===== src/design/region_id_slot_allocator_assert.svh =====
// ----------------------------------------------------------------------------
// region id slot allocator assertion macros
// concurrent assertion wrappers, compiled out when SYNTH is defined
// ----------------------------------------------------------------------------
`ifndef REGION_ID_SLOT_ALLOCATOR_ASSERT_SVH
`define REGION_ID_SLOT_ALLOCATOR_ASSERT_SVH

`ifndef SYNTH

// same-cycle implication
`define RISA_ASSERT_IMP(lbl, clk, rst_n, ante, cons, msg) \
  lbl: assert property (@(posedge clk) disable iff (!rst_n) (ante) |-> (cons)) \
    else $error(msg);

// next-cycle implication
`define RISA_ASSERT_NXT(lbl, clk, rst_n, ante, cons, msg) \
  lbl: assert property (@(posedge clk) disable iff (!rst_n) (ante) |=> (cons)) \
    else $error(msg);

`else

`define RISA_ASSERT_IMP(lbl, clk, rst_n, ante, cons, msg)
`define RISA_ASSERT_NXT(lbl, clk, rst_n, ante, cons, msg)

`endif

`endif


===== src/design/risa_pkg.sv =====
// ----------------------------------------------------------------------------
// risa_pkg
// shared constants and types of the region id slot allocator
// ----------------------------------------------------------------------------
package risa_pkg;

  // slot count, power of two
  localparam int unsigned SLOTS    = 64;
  localparam int unsigned SLOT_W   = $clog2(SLOTS);
  localparam int unsigned CNT_W    = $clog2(SLOTS + 1);
  localparam int unsigned ADDR_W   = 64;
  localparam int unsigned ID_W     = 32;
  localparam int unsigned OFF_W    = 16;
  localparam int unsigned STATUS_W = 2;

  localparam logic MODE_ADD    = 1'b0;
  localparam logic MODE_REMOVE = 1'b1;

  typedef enum logic [STATUS_W-1:0] {
    STATUS_OK    = 2'd0,
    STATUS_FULL  = 2'd1,
    STATUS_EMPTY = 2'd2
  } status_t;

  typedef enum logic [3:0] {
    ST_IDLE  = 4'b0001,
    ST_PROBE = 4'b0010,
    ST_RMV   = 4'b0100,
    ST_FULL  = 4'b1000
  } state_t;

endpackage


===== src/design/risa_ram.sv =====
// ----------------------------------------------------------------------------
// risa_ram
// generic single write port, single read port ram with registered read
// ----------------------------------------------------------------------------
module risa_ram #(
  parameter int unsigned WIDTH = 64,
  parameter int unsigned DEPTH = 64
) (
  input  logic                     clk,
  input  logic                     wr_en,
  input  logic [$clog2(DEPTH)-1:0] wr_addr,
  input  logic [WIDTH-1:0]         wr_data,
  input  logic                     rd_en,
  input  logic [$clog2(DEPTH)-1:0] rd_addr,
  output logic [WIDTH-1:0]         rd_data
);

  logic [WIDTH-1:0] mem_r [DEPTH];
  logic [WIDTH-1:0] rd_data_r;

  always_ff @(posedge clk) begin
    if (wr_en) begin
      mem_r[wr_addr] <= wr_data;
    end
    if (rd_en) begin
      rd_data_r <= mem_r[rd_addr];
    end
  end

  assign rd_data = rd_data_r;

endmodule


===== src/design/region_id_slot_allocator.sv =====
// ----------------------------------------------------------------------------
// region id slot allocator
// Keeps 64 region slots. An add request raises the region count and probes
// linearly from (id_base + count + 1 + probe offset) mod 64, one slot per cycle,
// through a single id adder and the slot used bits; it stores the base
// address in the slot ram and returns the new id. An add to a full table
// returns status full. A remove request frees the slot selected by the low
// id bits and returns the stored address, or status empty. An add presents
// its result once the probe loop has stepped over the occupied slots to a
// free one; a remove presents its result from the registered read of the
// slot ram, and an add refused as full passes through ST_FULL. The next
// request is taken in the cycle after the result register is loaded. A
// result that waits holds the sequencer before it loads the next one. One
// request is in flight at a time; the result register lets the next
// request enter while a result waits.
// ----------------------------------------------------------------------------
`include "region_id_slot_allocator_assert.svh"

module region_id_slot_allocator (
  input  logic                           clk,
  input  logic                           rst_n,
  input  logic                           cfg_we,
  input  logic [risa_pkg::ID_W-1:0]      cfg_wdata,
  input  logic                           in_valid,
  output logic                           in_ready,
  input  logic                           in_mode,
  input  logic [risa_pkg::ADDR_W-1:0]    in_phys_addr,
  input  logic [risa_pkg::ID_W-1:0]      in_remove_id,
  output logic                           out_valid,
  input  logic                           out_ready,
  output logic [risa_pkg::STATUS_W-1:0]  out_status,
  output logic [risa_pkg::ID_W-1:0]      out_assigned_id,
  output logic [risa_pkg::ADDR_W-1:0]    out_freed_addr
);

  import risa_pkg::*;

  state_t              state_r, state_nxt;
  logic [ID_W-1:0]     id_base_r, id_base_nxt;
  logic [SLOTS-1:0]    slot_used_r, slot_used_nxt;
  logic [CNT_W-1:0]    count_r, count_nxt;
  logic [OFF_W-1:0]    probe_off_r, probe_off_nxt;
  logic [OFF_W-1:0]    off_r, off_nxt;
  logic [ID_W-1:0]     id_sum_r, id_sum_nxt;
  logic [ADDR_W-1:0]   addr_r, addr_nxt;
  logic [SLOT_W-1:0]   rm_slot_r, rm_slot_nxt;
  logic                out_valid_r, out_valid_nxt;
  status_t             out_status_r, out_status_nxt;
  logic [ID_W-1:0]     out_id_r, out_id_nxt;
  logic [ADDR_W-1:0]   out_addr_r, out_addr_nxt;

  logic                in_acc;
  logic                out_free;
  logic [ID_W-1:0]     probe_id;
  logic [SLOT_W-1:0]   probe_slot;
  logic                probe_hit;
  logic                add_commit;
  logic                rm_hit;
  logic                rm_done;
  logic                ram_rd_en;
  logic [ADDR_W-1:0]   ram_rd_data;

  assign in_ready   = (state_r == ST_IDLE);
  assign in_acc     = in_valid && in_ready;
  assign out_free   = !out_valid_r || out_ready;
  assign probe_id   = id_sum_r + ID_W'(off_r);
  assign probe_slot = probe_id[SLOT_W-1:0];
  assign probe_hit  = !slot_used_r[probe_slot];
  assign add_commit = (state_r == ST_PROBE) && probe_hit && out_free;
  assign rm_hit     = slot_used_r[rm_slot_r];
  assign rm_done    = (state_r == ST_RMV) && out_free;
  assign ram_rd_en  = in_acc && (in_mode == MODE_REMOVE);

  risa_ram #(
    .WIDTH(ADDR_W),
    .DEPTH(SLOTS)
  ) u_slot_ram (
    .clk     (clk),
    .wr_en   (add_commit),
    .wr_addr (probe_slot),
    .wr_data (addr_r),
    .rd_en   (ram_rd_en),
    .rd_addr (in_remove_id[SLOT_W-1:0]),
    .rd_data (ram_rd_data)
  );

  always_comb begin
    state_nxt      = state_r;
    id_base_nxt    = cfg_we ? cfg_wdata : id_base_r;
    slot_used_nxt  = slot_used_r;
    count_nxt      = count_r;
    probe_off_nxt  = probe_off_r;
    off_nxt        = off_r;
    id_sum_nxt     = id_sum_r;
    addr_nxt       = addr_r;
    rm_slot_nxt    = rm_slot_r;
    out_valid_nxt  = out_valid_r && !out_ready;
    out_status_nxt = out_status_r;
    out_id_nxt     = out_id_r;
    out_addr_nxt   = out_addr_r;

    case (state_r)
      ST_IDLE: begin
        if (in_acc) begin
          if (in_mode == MODE_REMOVE) begin
            rm_slot_nxt = in_remove_id[SLOT_W-1:0];
            state_nxt   = ST_RMV;
          end else if (count_r >= CNT_W'(SLOTS)) begin
            state_nxt = ST_FULL;
          end else begin
            off_nxt    = probe_off_r;
            id_sum_nxt = id_base_r + ID_W'(count_r) + ID_W'(1);
            addr_nxt   = in_phys_addr;
            state_nxt  = ST_PROBE;
          end
        end
      end
      ST_PROBE: begin
        if (probe_hit) begin
          if (out_free) begin
            slot_used_nxt[probe_slot] = 1'b1;
            count_nxt      = count_r + CNT_W'(1);
            probe_off_nxt  = off_r;
            out_valid_nxt  = 1'b1;
            out_status_nxt = STATUS_OK;
            out_id_nxt     = probe_id;
            out_addr_nxt   = '0;
            state_nxt      = ST_IDLE;
          end
        end else begin
          off_nxt = off_r + OFF_W'(1);
        end
      end
      ST_RMV: begin
        if (out_free) begin
          out_valid_nxt = 1'b1;
          out_id_nxt    = '0;
          if (rm_hit) begin
            slot_used_nxt[rm_slot_r] = 1'b0;
            if (count_r != '0) begin
              count_nxt = count_r - CNT_W'(1);
            end
            out_status_nxt = STATUS_OK;
            out_addr_nxt   = ram_rd_data;
          end else begin
            out_status_nxt = STATUS_EMPTY;
            out_addr_nxt   = '0;
          end
          state_nxt = ST_IDLE;
        end
      end
      ST_FULL: begin
        if (out_free) begin
          out_valid_nxt  = 1'b1;
          out_status_nxt = STATUS_FULL;
          out_id_nxt     = '0;
          out_addr_nxt   = '0;
          state_nxt      = ST_IDLE;
        end
      end
      default: begin
        state_nxt = ST_IDLE;
      end
    endcase
  end

  always_ff @(posedge clk) begin
    if (!rst_n) begin
      state_r     <= ST_IDLE;
      id_base_r   <= '0;
      slot_used_r <= '0;
      count_r     <= '0;
      probe_off_r <= '0;
      out_valid_r <= 1'b0;
    end else begin
      state_r     <= state_nxt;
      id_base_r   <= id_base_nxt;
      slot_used_r <= slot_used_nxt;
      count_r     <= count_nxt;
      probe_off_r <= probe_off_nxt;
      out_valid_r <= out_valid_nxt;
    end
  end

  always_ff @(posedge clk) begin
    off_r        <= off_nxt;
    id_sum_r     <= id_sum_nxt;
    addr_r       <= addr_nxt;
    rm_slot_r    <= rm_slot_nxt;
    out_status_r <= out_status_nxt;
    out_id_r     <= out_id_nxt;
    out_addr_r   <= out_addr_nxt;
  end

  assign out_valid       = out_valid_r;
  assign out_status      = out_status_r;
  assign out_assigned_id = out_id_r;
  assign out_freed_addr  = out_addr_r;

  `RISA_ASSERT_IMP(a_count_bound, clk, rst_n, 1'b1, count_r <= CNT_W'(SLOTS),
                   "region count above slot count")
  `RISA_ASSERT_NXT(a_add_probes, clk, rst_n,
                   in_acc && (in_mode == MODE_ADD) && (count_r < CNT_W'(SLOTS)),
                   state_r == ST_PROBE, "add with room did not start probing")
  `RISA_ASSERT_IMP(a_result_source, clk, rst_n, $rose(out_valid_r),
                   $past(state_r) != ST_IDLE, "result raised without a request in flight")
  `RISA_ASSERT_NXT(a_remove_count, clk, rst_n, rm_done && rm_hit,
                   count_r == $past(count_r) - CNT_W'(1), "remove of used slot did not lower count")

endmodule

===== config.mk =====
export PLATFORM = sky130hd
export DESIGN_NAME = region_id_slot_allocator
export DESIGN_NICKNAME = d
export VERILOG_FILES = /design/src/design/risa_pkg.sv /design/src/design/risa_ram.sv /design/src/design/region_id_slot_allocator.sv
export VERILOG_INCLUDE_DIRS = /design/src /design/src/design
export SDC_FILE = /design/constraint.sdc
export NUM_CORES = 2
export LEC_CHECK = 0
export BUFFER_PORTS_ARGS = -buffer_cell sky130_fd_sc_hd__buf_2
export CORE_UTILIZATION = 47
export DETAILED_ROUTE_END_ITERATION = 8
export SETUP_SLACK_MARGIN = 0.02
export SLEW_MARGIN = 20
export SYNTH_ARGS = -nofsm -noshare
export SYNTH_HDL_FRONTEND = slang
export SYNTH_SLANG_ARGS = --single-unit

===== constraint.sdc =====
create_clock -name clk -period 14.1 [get_ports clk]
set_input_delay 2.82 -clock clk [delete_from_list [all_inputs] [get_ports clk]]
set_output_delay 2.82 -clock clk [all_outputs]
set_load 0.02 [all_outputs]

* Word-level counts from Yosys, hierarchy flattened
Memory sizes are Yosys's and may differ from the RTL's. A register that Yosys moved wholly into a read port is not among the register bits.
Index checks and enable logic that the tools add are counted.
** Storage, ports and cells
- Flip-flop bits (word level) :: 340
- Latch bits :: 0
- RAM bits :: 4096
- Memory bits (read-only) :: 0
- Bits of input ports :: 134
- Output and inout bits :: 100
- Logic and storage cells :: 123
- Memories kept :: 1
** Memory list
- u_slot_ram.mem_r :: words 64, bits a word 64, rd ports 1, clocked after memory_dff 1, write ports 1, line risa_ram.sv:18 : logic [WIDTH-1:0] mem_r [DEPTH];
** Operators by class
- Add/sub/neg operators :: 6
- Multipliers :: 0
- Divide/modulo/power cells :: 0
- $lt $le $gt $ge :: 5
- Eq/ne operators :: 15
- Shifts and indexed selects :: 0
- Muxes and demuxes :: 50
- Bitwise gates (word level) :: 6
- Reduce and logical (&&, ||, !) cells :: 27
** Operator list (count)
- $mux W64 :: 8
- $pmux W64 S3 :: 1
- $pmux W64 S2 :: 1
- $mux W32 :: 3
- $and A64 B64 Y64 :: 1
- $mux W16 :: 4
- $not A64 Y64 :: 1
- $or A64 B64 Y64 :: 1
- $pmux W32 S2 :: 1
- $mux W7 :: 5
- $add A32 B1 Y32 const B :: 1
- $add A32 B16 Y32 :: 1
- $add A32 B7 Y32 :: 1
- $pmux W16 S2 :: 1
- $mux W4 :: 5
- $add A16 B1 Y16 const B :: 1
- $ne A2 B2 Y1 const B :: 8
- $reduce_and A5 Y1 :: 3
- $lt A6 B7 Y1 const B :: 2
- $pmux W7 S2 :: 1
- $bmux W1 S6 :: 2
- $demux W1 S6 :: 2
- $ge A6 B1 Y1 const B :: 2
- $pmux W4 S3 :: 1
- other kinds (24) :: 52

* Logic depth before layout (Yosys ltp)
- Depth in word-level cells :: 9
- Gate-level depth with buffers :: 14

* Modules after synthesis
From an unflattened synthesis, not the netlist that was laid out.
** Unflattened totals
- Cell total of the unflattened synthesis :: 7900
- Area total of the unflattened synthesis :: 172417.9 µm²
** Modules (own cells, without submodules)
- risa_ram :: instances 1, cells an instance 6598, area an instance 156989.3 µm²
- region_id_slot_allocator :: instances 1, cells an instance 1302, area an instance 15428.5 µm²

* Worst setup path before layout
Ideal clock, no wire load.
- Path type :: input port to flip-flop
- Start point :: input in_valid
- End point :: register off_r[0], enable pin
- Library setup time :: 0.342 ns
- Arrival time :: 10.480 ns
- Path slack :: 3.278 ns
- Stages on the path :: 3
- Cell sequence :: nand2_1 -> nor3_1 -> or2_2
** On the way
- Longest elaborated chain between the ends :: 3
** RTL lines
- from (decl) :: line region_id_slot_allocator.sv:24 : input logic in_valid,
- $logic_and A1 B1 Y1 :: line region_id_slot_allocator.sv:64 : assign in_acc = in_valid && in_ready;
- $ne A2 B1 Y1 (no line)
- $reduce_and A5 Y1 (no line)
- to (signal assigned) :: line region_id_slot_allocator.sv:186 : off_r <= off_nxt;
- to (decl) :: line region_id_slot_allocator.sv:43 : logic [OFF_W-1:0] off_r, off_nxt;
Every way passes these cells.
A chain may end at the register's enable or synchronous reset.

* Worst setup path after layout
- Start point :: register off_r[0]
- End point :: memory u_slot_ram.mem_r[21][35], enable pin
** On the way
- Longest elaborated chain between the ends :: 8
** RTL lines
- $add A32 B16 Y32 * :: line region_id_slot_allocator.sv:66 : assign probe_id = id_sum_r + ID_W'(off_r);
- $bmux W1 S6 :: line region_id_slot_allocator.sv:68 : assign probe_hit = !slot_used_r[probe_slot];
- $mux W1 (implied by the code) :: line region_id_slot_allocator.sv:68
- $logic_not A1 Y1 :: line region_id_slot_allocator.sv:68
- $logic_and A1 B1 Y1 (2 in series) :: line region_id_slot_allocator.sv:69 : assign add_commit = (state_r == ST_PROBE) && probe_hit && out_free;
- $mux W1 :: line risa_ram.sv:22 : if (wr_en) begin
- $mux W1 (implied by the code) :: line risa_ram.sv:23 : mem_r[wr_addr] <= wr_data;
- to (decl) :: line risa_ram.sv:18
Mark *: on every way between the ends. The rest lies on a longest branch, timed or not. The select of a mux whose other input is x is not followed.

==> Flow_metrics.wiki <==
{| class="wikitable"
! Metric !! Value
|-
| Outcome || complete, but fails checks
|-
| Violations in the final reports || DRC
|-
| Kind of critical path || flip-flop to flip-flop
|-
| RSZ-0062 raised after global routing || no
|-
| Final count of negative-setup-slack endpoints || 0
|-
| Global-route wire length before repair || 645,000 um
|-
| Max-cap violation count || 0
|-
| Power per standard cell area || 141 nW/um2
|-
| Total chip power || 27.6 mW
|-
| Floorplan die height || 608 um
|-
| Die outline area || 369,000 um2
|-
| Placement row count || about 220
|-
| Setup slack, reg-to-reg || 6.30 ns
|-
| Worst max-slew margin expressed relative to the limit || 0.208
|-
| Slowest stage cell, crit path || buf_4
|-
| Launch point of the worst reg-to-reg path || off_r[0]
|-
| FF-to-FF path depth || 13
|-
| Area of the mapped netlist || 172,000 um2
|-
| Iter 0 DRT Violations || 11,400
|-
| Clock skew || 0.0579 ns
|-
| Clock latency reported for the late side of the worst-skew pair || 1.00 ns
|-
| Synth Net Count || 7,449
|-
| Register bit total from synthesis || 4,500
|-
| WL per Instance || 35.7 um
|-
| Overall fraction of global-route tracks in use || 0.250
|-
| Total setup buffers inserted after CTS || 0
|-
| Final Max Tran Viols || 0
|-
| CTS tree || yes
|-
| Overall overflow remaining after global route || 0
|-
| Final HPWL from detailed placement || about 230,000 um
|-
| Worst path most repeated cell || buf_4
|-
| Floorplan die width || 608 um
|-
| Number of global-route vias before repair || 83,400
|-
| ANT nets after route || 0
|-
| Number of nets in the layout || 7,991
|-
| Placeable core region || roughly 370,000 um2
|-
| Average via count per standard cell || 6.36
|-
| CP required || 14.69 ns
|-
| FF-to-FF End || u_slot_ram.mem_r[21][35]
|-
| Hold-fix buffer count after cts || 0
|-
| CTS max path bufs || 4
|-
| Filler Cells Inserted || 27,500
|-
| Fin crit period || 7.80 ns
|-
| Maximum number of pins on one net before global-route repair || 141
|-
| Class of the tightest hold or removal check || flip-flop to flip-flop
|-
| Worst-case vdd ir drop || between 100 and 150 uV
|-
| Placed cell count || 12,200
|-
| Number of vias in the routed layout || 82,900
|-
| Kind of capture point of the worst setup path || flip-flop
|-
| Worst path max stage delay || 0.91 ns
|-
| Worst-path maximum fanout || 34
|-
| Mean Syn Cell Area || approximately 24 um2
|-
| Mapped Cells || 7,283
|-
| Library cell used as clock root buffer || clkbuf_16
|-
| Final Util || 0.535
|-
| CP Capture Point || u_slot_ram.mem_r[21][35]
|-
| Clock edge transition at the registers on the reported setup and hold paths || 0.06 ns
|-
| Layout-stage area growth over the synthesis result || 13.3%
|-
| Number of unique standard cell types used by synthesis || 82
|-
| RD Place Congestion || 0.827
|-
| Critical Path, Cell by Cell || ha_1, fa_1, xor2_4, mux4_2, nor2b_1, a2111oi_0, a2111oi_2, or3_1, buf_4, or3_4, nor2_4, buf_4, buf_4
|-
| Number of buffers added on ports || a little over 200
|-
| Part of the Yosys area used for sequential elements || 0.776
|-
| Placement-stage worst setup slack || 6.40 ns
|-
| Non-filler cells, final || 13,000
|-
| Post-route clock period utilization || 0.553
|-
| Synthesis Warnings || 0
|-
| Count of endpoints failing hold in the final timing report || 0
|-
| Most used flip-flop cell after synthesis || edfxtp_1
|-
| Initial antenna violation count || 13
|-
| Synth async-reset ratio || 0
|-
| Number of remaining DRC errors || 2
|-
| Initial core utilization || 0.472
|-
| Number of sinks handled by clock tree synthesis || roughly 4,500
|-
| Footprint of the flip-flops and latches || 134,000 um2
|-
| Final-layout setup total negative slack || 0 ns
|-
| Worst setup path startpoint || off_r[0]
|-
| Layout cell share with drive strength beyond 1 || 0.314
|-
| Drt total wl || roughly 470,000 um
|-
| Highest attainable clock frequency || roughly 0.13 GHz
|-
| Total of cells resized after clock tree synthesis || 0
|-
| Detailed-routing iteration count for the pre-antenna-repair pass || 8
|-
| CTS H-tree lvls || 5
|-
| Post-synth EDFFs || 4,376
|-
| Leakage component of the power || between 60 and 70 nW
|-
| Number of I/O pins || ~230
|-
| Slew @ Worst Pin || 1.19 ns
|-
| Area of the multi-input gates || 37,500 um2
|-
| CP Data Arrival Time || 8.39 ns
|-
| Number of CTS-inserted buffers || 456
|-
| CP Launch Type || flip-flop
|-
| Min setup slack post-route || 6.30 ns
|}
## logic make-up (layout without fill, tap and decap cells)
logic type,Yosys count,after routing,synth area share
DFF,4500,4500,0.776
AOI/OAI and AO/OA,266,266,0.0107
and+or+nand+nor,583,583,0.0166
adders and majority gates,32,32,0.00245
muxes,1414,1414,0.181
other,0,3,0
xor gates and xnor gates,68,68,0.00356
buffers and inverters,420,1352,0.00948
## final cells by class
| type | count | share of cell area |
|---|---|---|
| Multi-Input combinational cell | 2363 | 0.192 |
| Tap cell | 4816 | 0.0308 |
| Timing Repair Buffer | 477 | 0.0183 |
| Inverter | 27 | 0.000531 |
| Clock buffer | 557 | 0.0610 |
| Sequential cell | 4500 | 0.685 |
| Antenna cell | 3 | 0.0000384 |
| Clock inverter | 291 | 0.0125 |
## worst min-delay path by stage
stage               startpoint               to  slack (ns)  cells after the start
6_report        probe_off_r[2]   probe_off_r[2]        0.46                      2
3_5_place_dp    probe_off_r[2]   probe_off_r[2]        0.45                      2
3_3_place_gp   slot_used_r[58]  slot_used_r[58]        0.46                      2
2_1_floorplan  probe_off_r[10]  probe_off_r[10]        0.44                      2
4_1_cts         probe_off_r[2]   probe_off_r[2]        0.47                      2
5_1_grt         probe_off_r[0]   probe_off_r[0]        0.48                      2
## routing by layer
metal,up-vias,global-route usage,wire [um]
li1,32500,-,-
met1,45700,0.356,186000
met2,3975,0.405,226000
met3,706,0.0412,39800
met4,2,0.0677,13400
met5,-,0,6
## state kept, by name, indices dropped and copies added, names as in the netlist
signal              flops
out_assigned_id        32
out_status              2
addr_r                 64
out_valid               1
off_r                  16
id_sum_r               32
u_slot_ram.mem_r     4096
out_freed_addr         64
count_r                 7
id_base_r              32
slot_used_r            64
probe_off_r            16
state_r                 4
u_slot_ram.rd_data     64
rm_slot_r               6
## metrics by stage
step | hold slack, ns | cell area, um2
floorplan | 0.436 | 172000
detailed placement | 0.454 | 181000
finish | 0.464 | 195000
global placement | 0.459 | 181000
CTS | 0.465 | 195000
global route | 0.484 | 195000
## synth_stat cells, types with 5 or more instances
cell	n	area, um2
xnor2_1	42	368
buf_1	84	315
or4_1	5	37.5
a2111oi_0	5	43.8
a221oi_1	5	43.8
inv_1	26	97.6
o21a_1	6	45.0
dfxtp_1	124	2480
buf_6	5	56.3
o2bb2ai_1	5	43.8
or3_1	7	43.8
clkbuf_1	289	1080
buf_2	13	65.1
o211ai_1	5	37.5
ha_1	29	363
and3_1	83	519
xor2_1	25	219
o31ai_1	11	82.6
a211oi_1	19	143
nor4_2	5	62.6
a211o_1	5	43.8
nor2b_1	11	68.8
nand3_1	56	280
mux4_2	1363	30700
nand2_1	144	541
o311ai_0	17	149
mux2i_1	45	450
nor3_1	34	170
nor2_1	163	612
mux2_2	5	56.3
nand3b_1	6	45.0
nor4_1	27	169
o22ai_1	36	225
or2_2	5	31.3
and2_1	5	31.3
nand4_1	11	68.8
nand2b_1	7	43.8
o21ai_0	54	270
edfxtp_1	4376	131000
o221a_2	6	67.6
a21oi_1	45	225
## critical path, delay by kind of cell, from the launching register on
family,cells,cell delay (ns)
AOI/OAI and AO/OA,2,0.98
xor gates and xnor gates,1,0.66
adders and majority gates,2,0.82
buffers and inverters,3,1.89
DFF,1,0.47
muxes,1,0.41
and+or+nand+nor,4,2.04
## layout by cell type (no fill, tap or decap), drive strengths merged, types with 6 or more instances in the layout
cell,n
edfxtp,4376
nand3,56
ha,29
mux2,6
a221oi,6
o21a,6
mux2i,45
or3,9
nor4,32
inv,43
a2111oi,6
o22ai,36
clkbuf,558
buf,476
nor2,163
or4,6
a21oi,45
xnor2,42
mux4,1363
nand4,11
a211oi,19
nand2b,7
o31ai,11
nand3b,6
nor3,34
xor2,26
o221a,7
o311ai,17
clkinv,223
dfxtp,124
and3,83
bufinv,34
nor2b,11
clkinvlp,18
nand2,144
o21ai,55
## report_power, final
group | total (mW) | switching, mW | internal [mW]
Sequential | 14.7 | 0.0262 | 14.7
Combinational | 1.15 | 0.656 | 0.496
Clock | 11.7 | 5.09 | 6.62
Total | 27.6 | 5.77 | 21.8
Power figures use the tool's default switching activity.
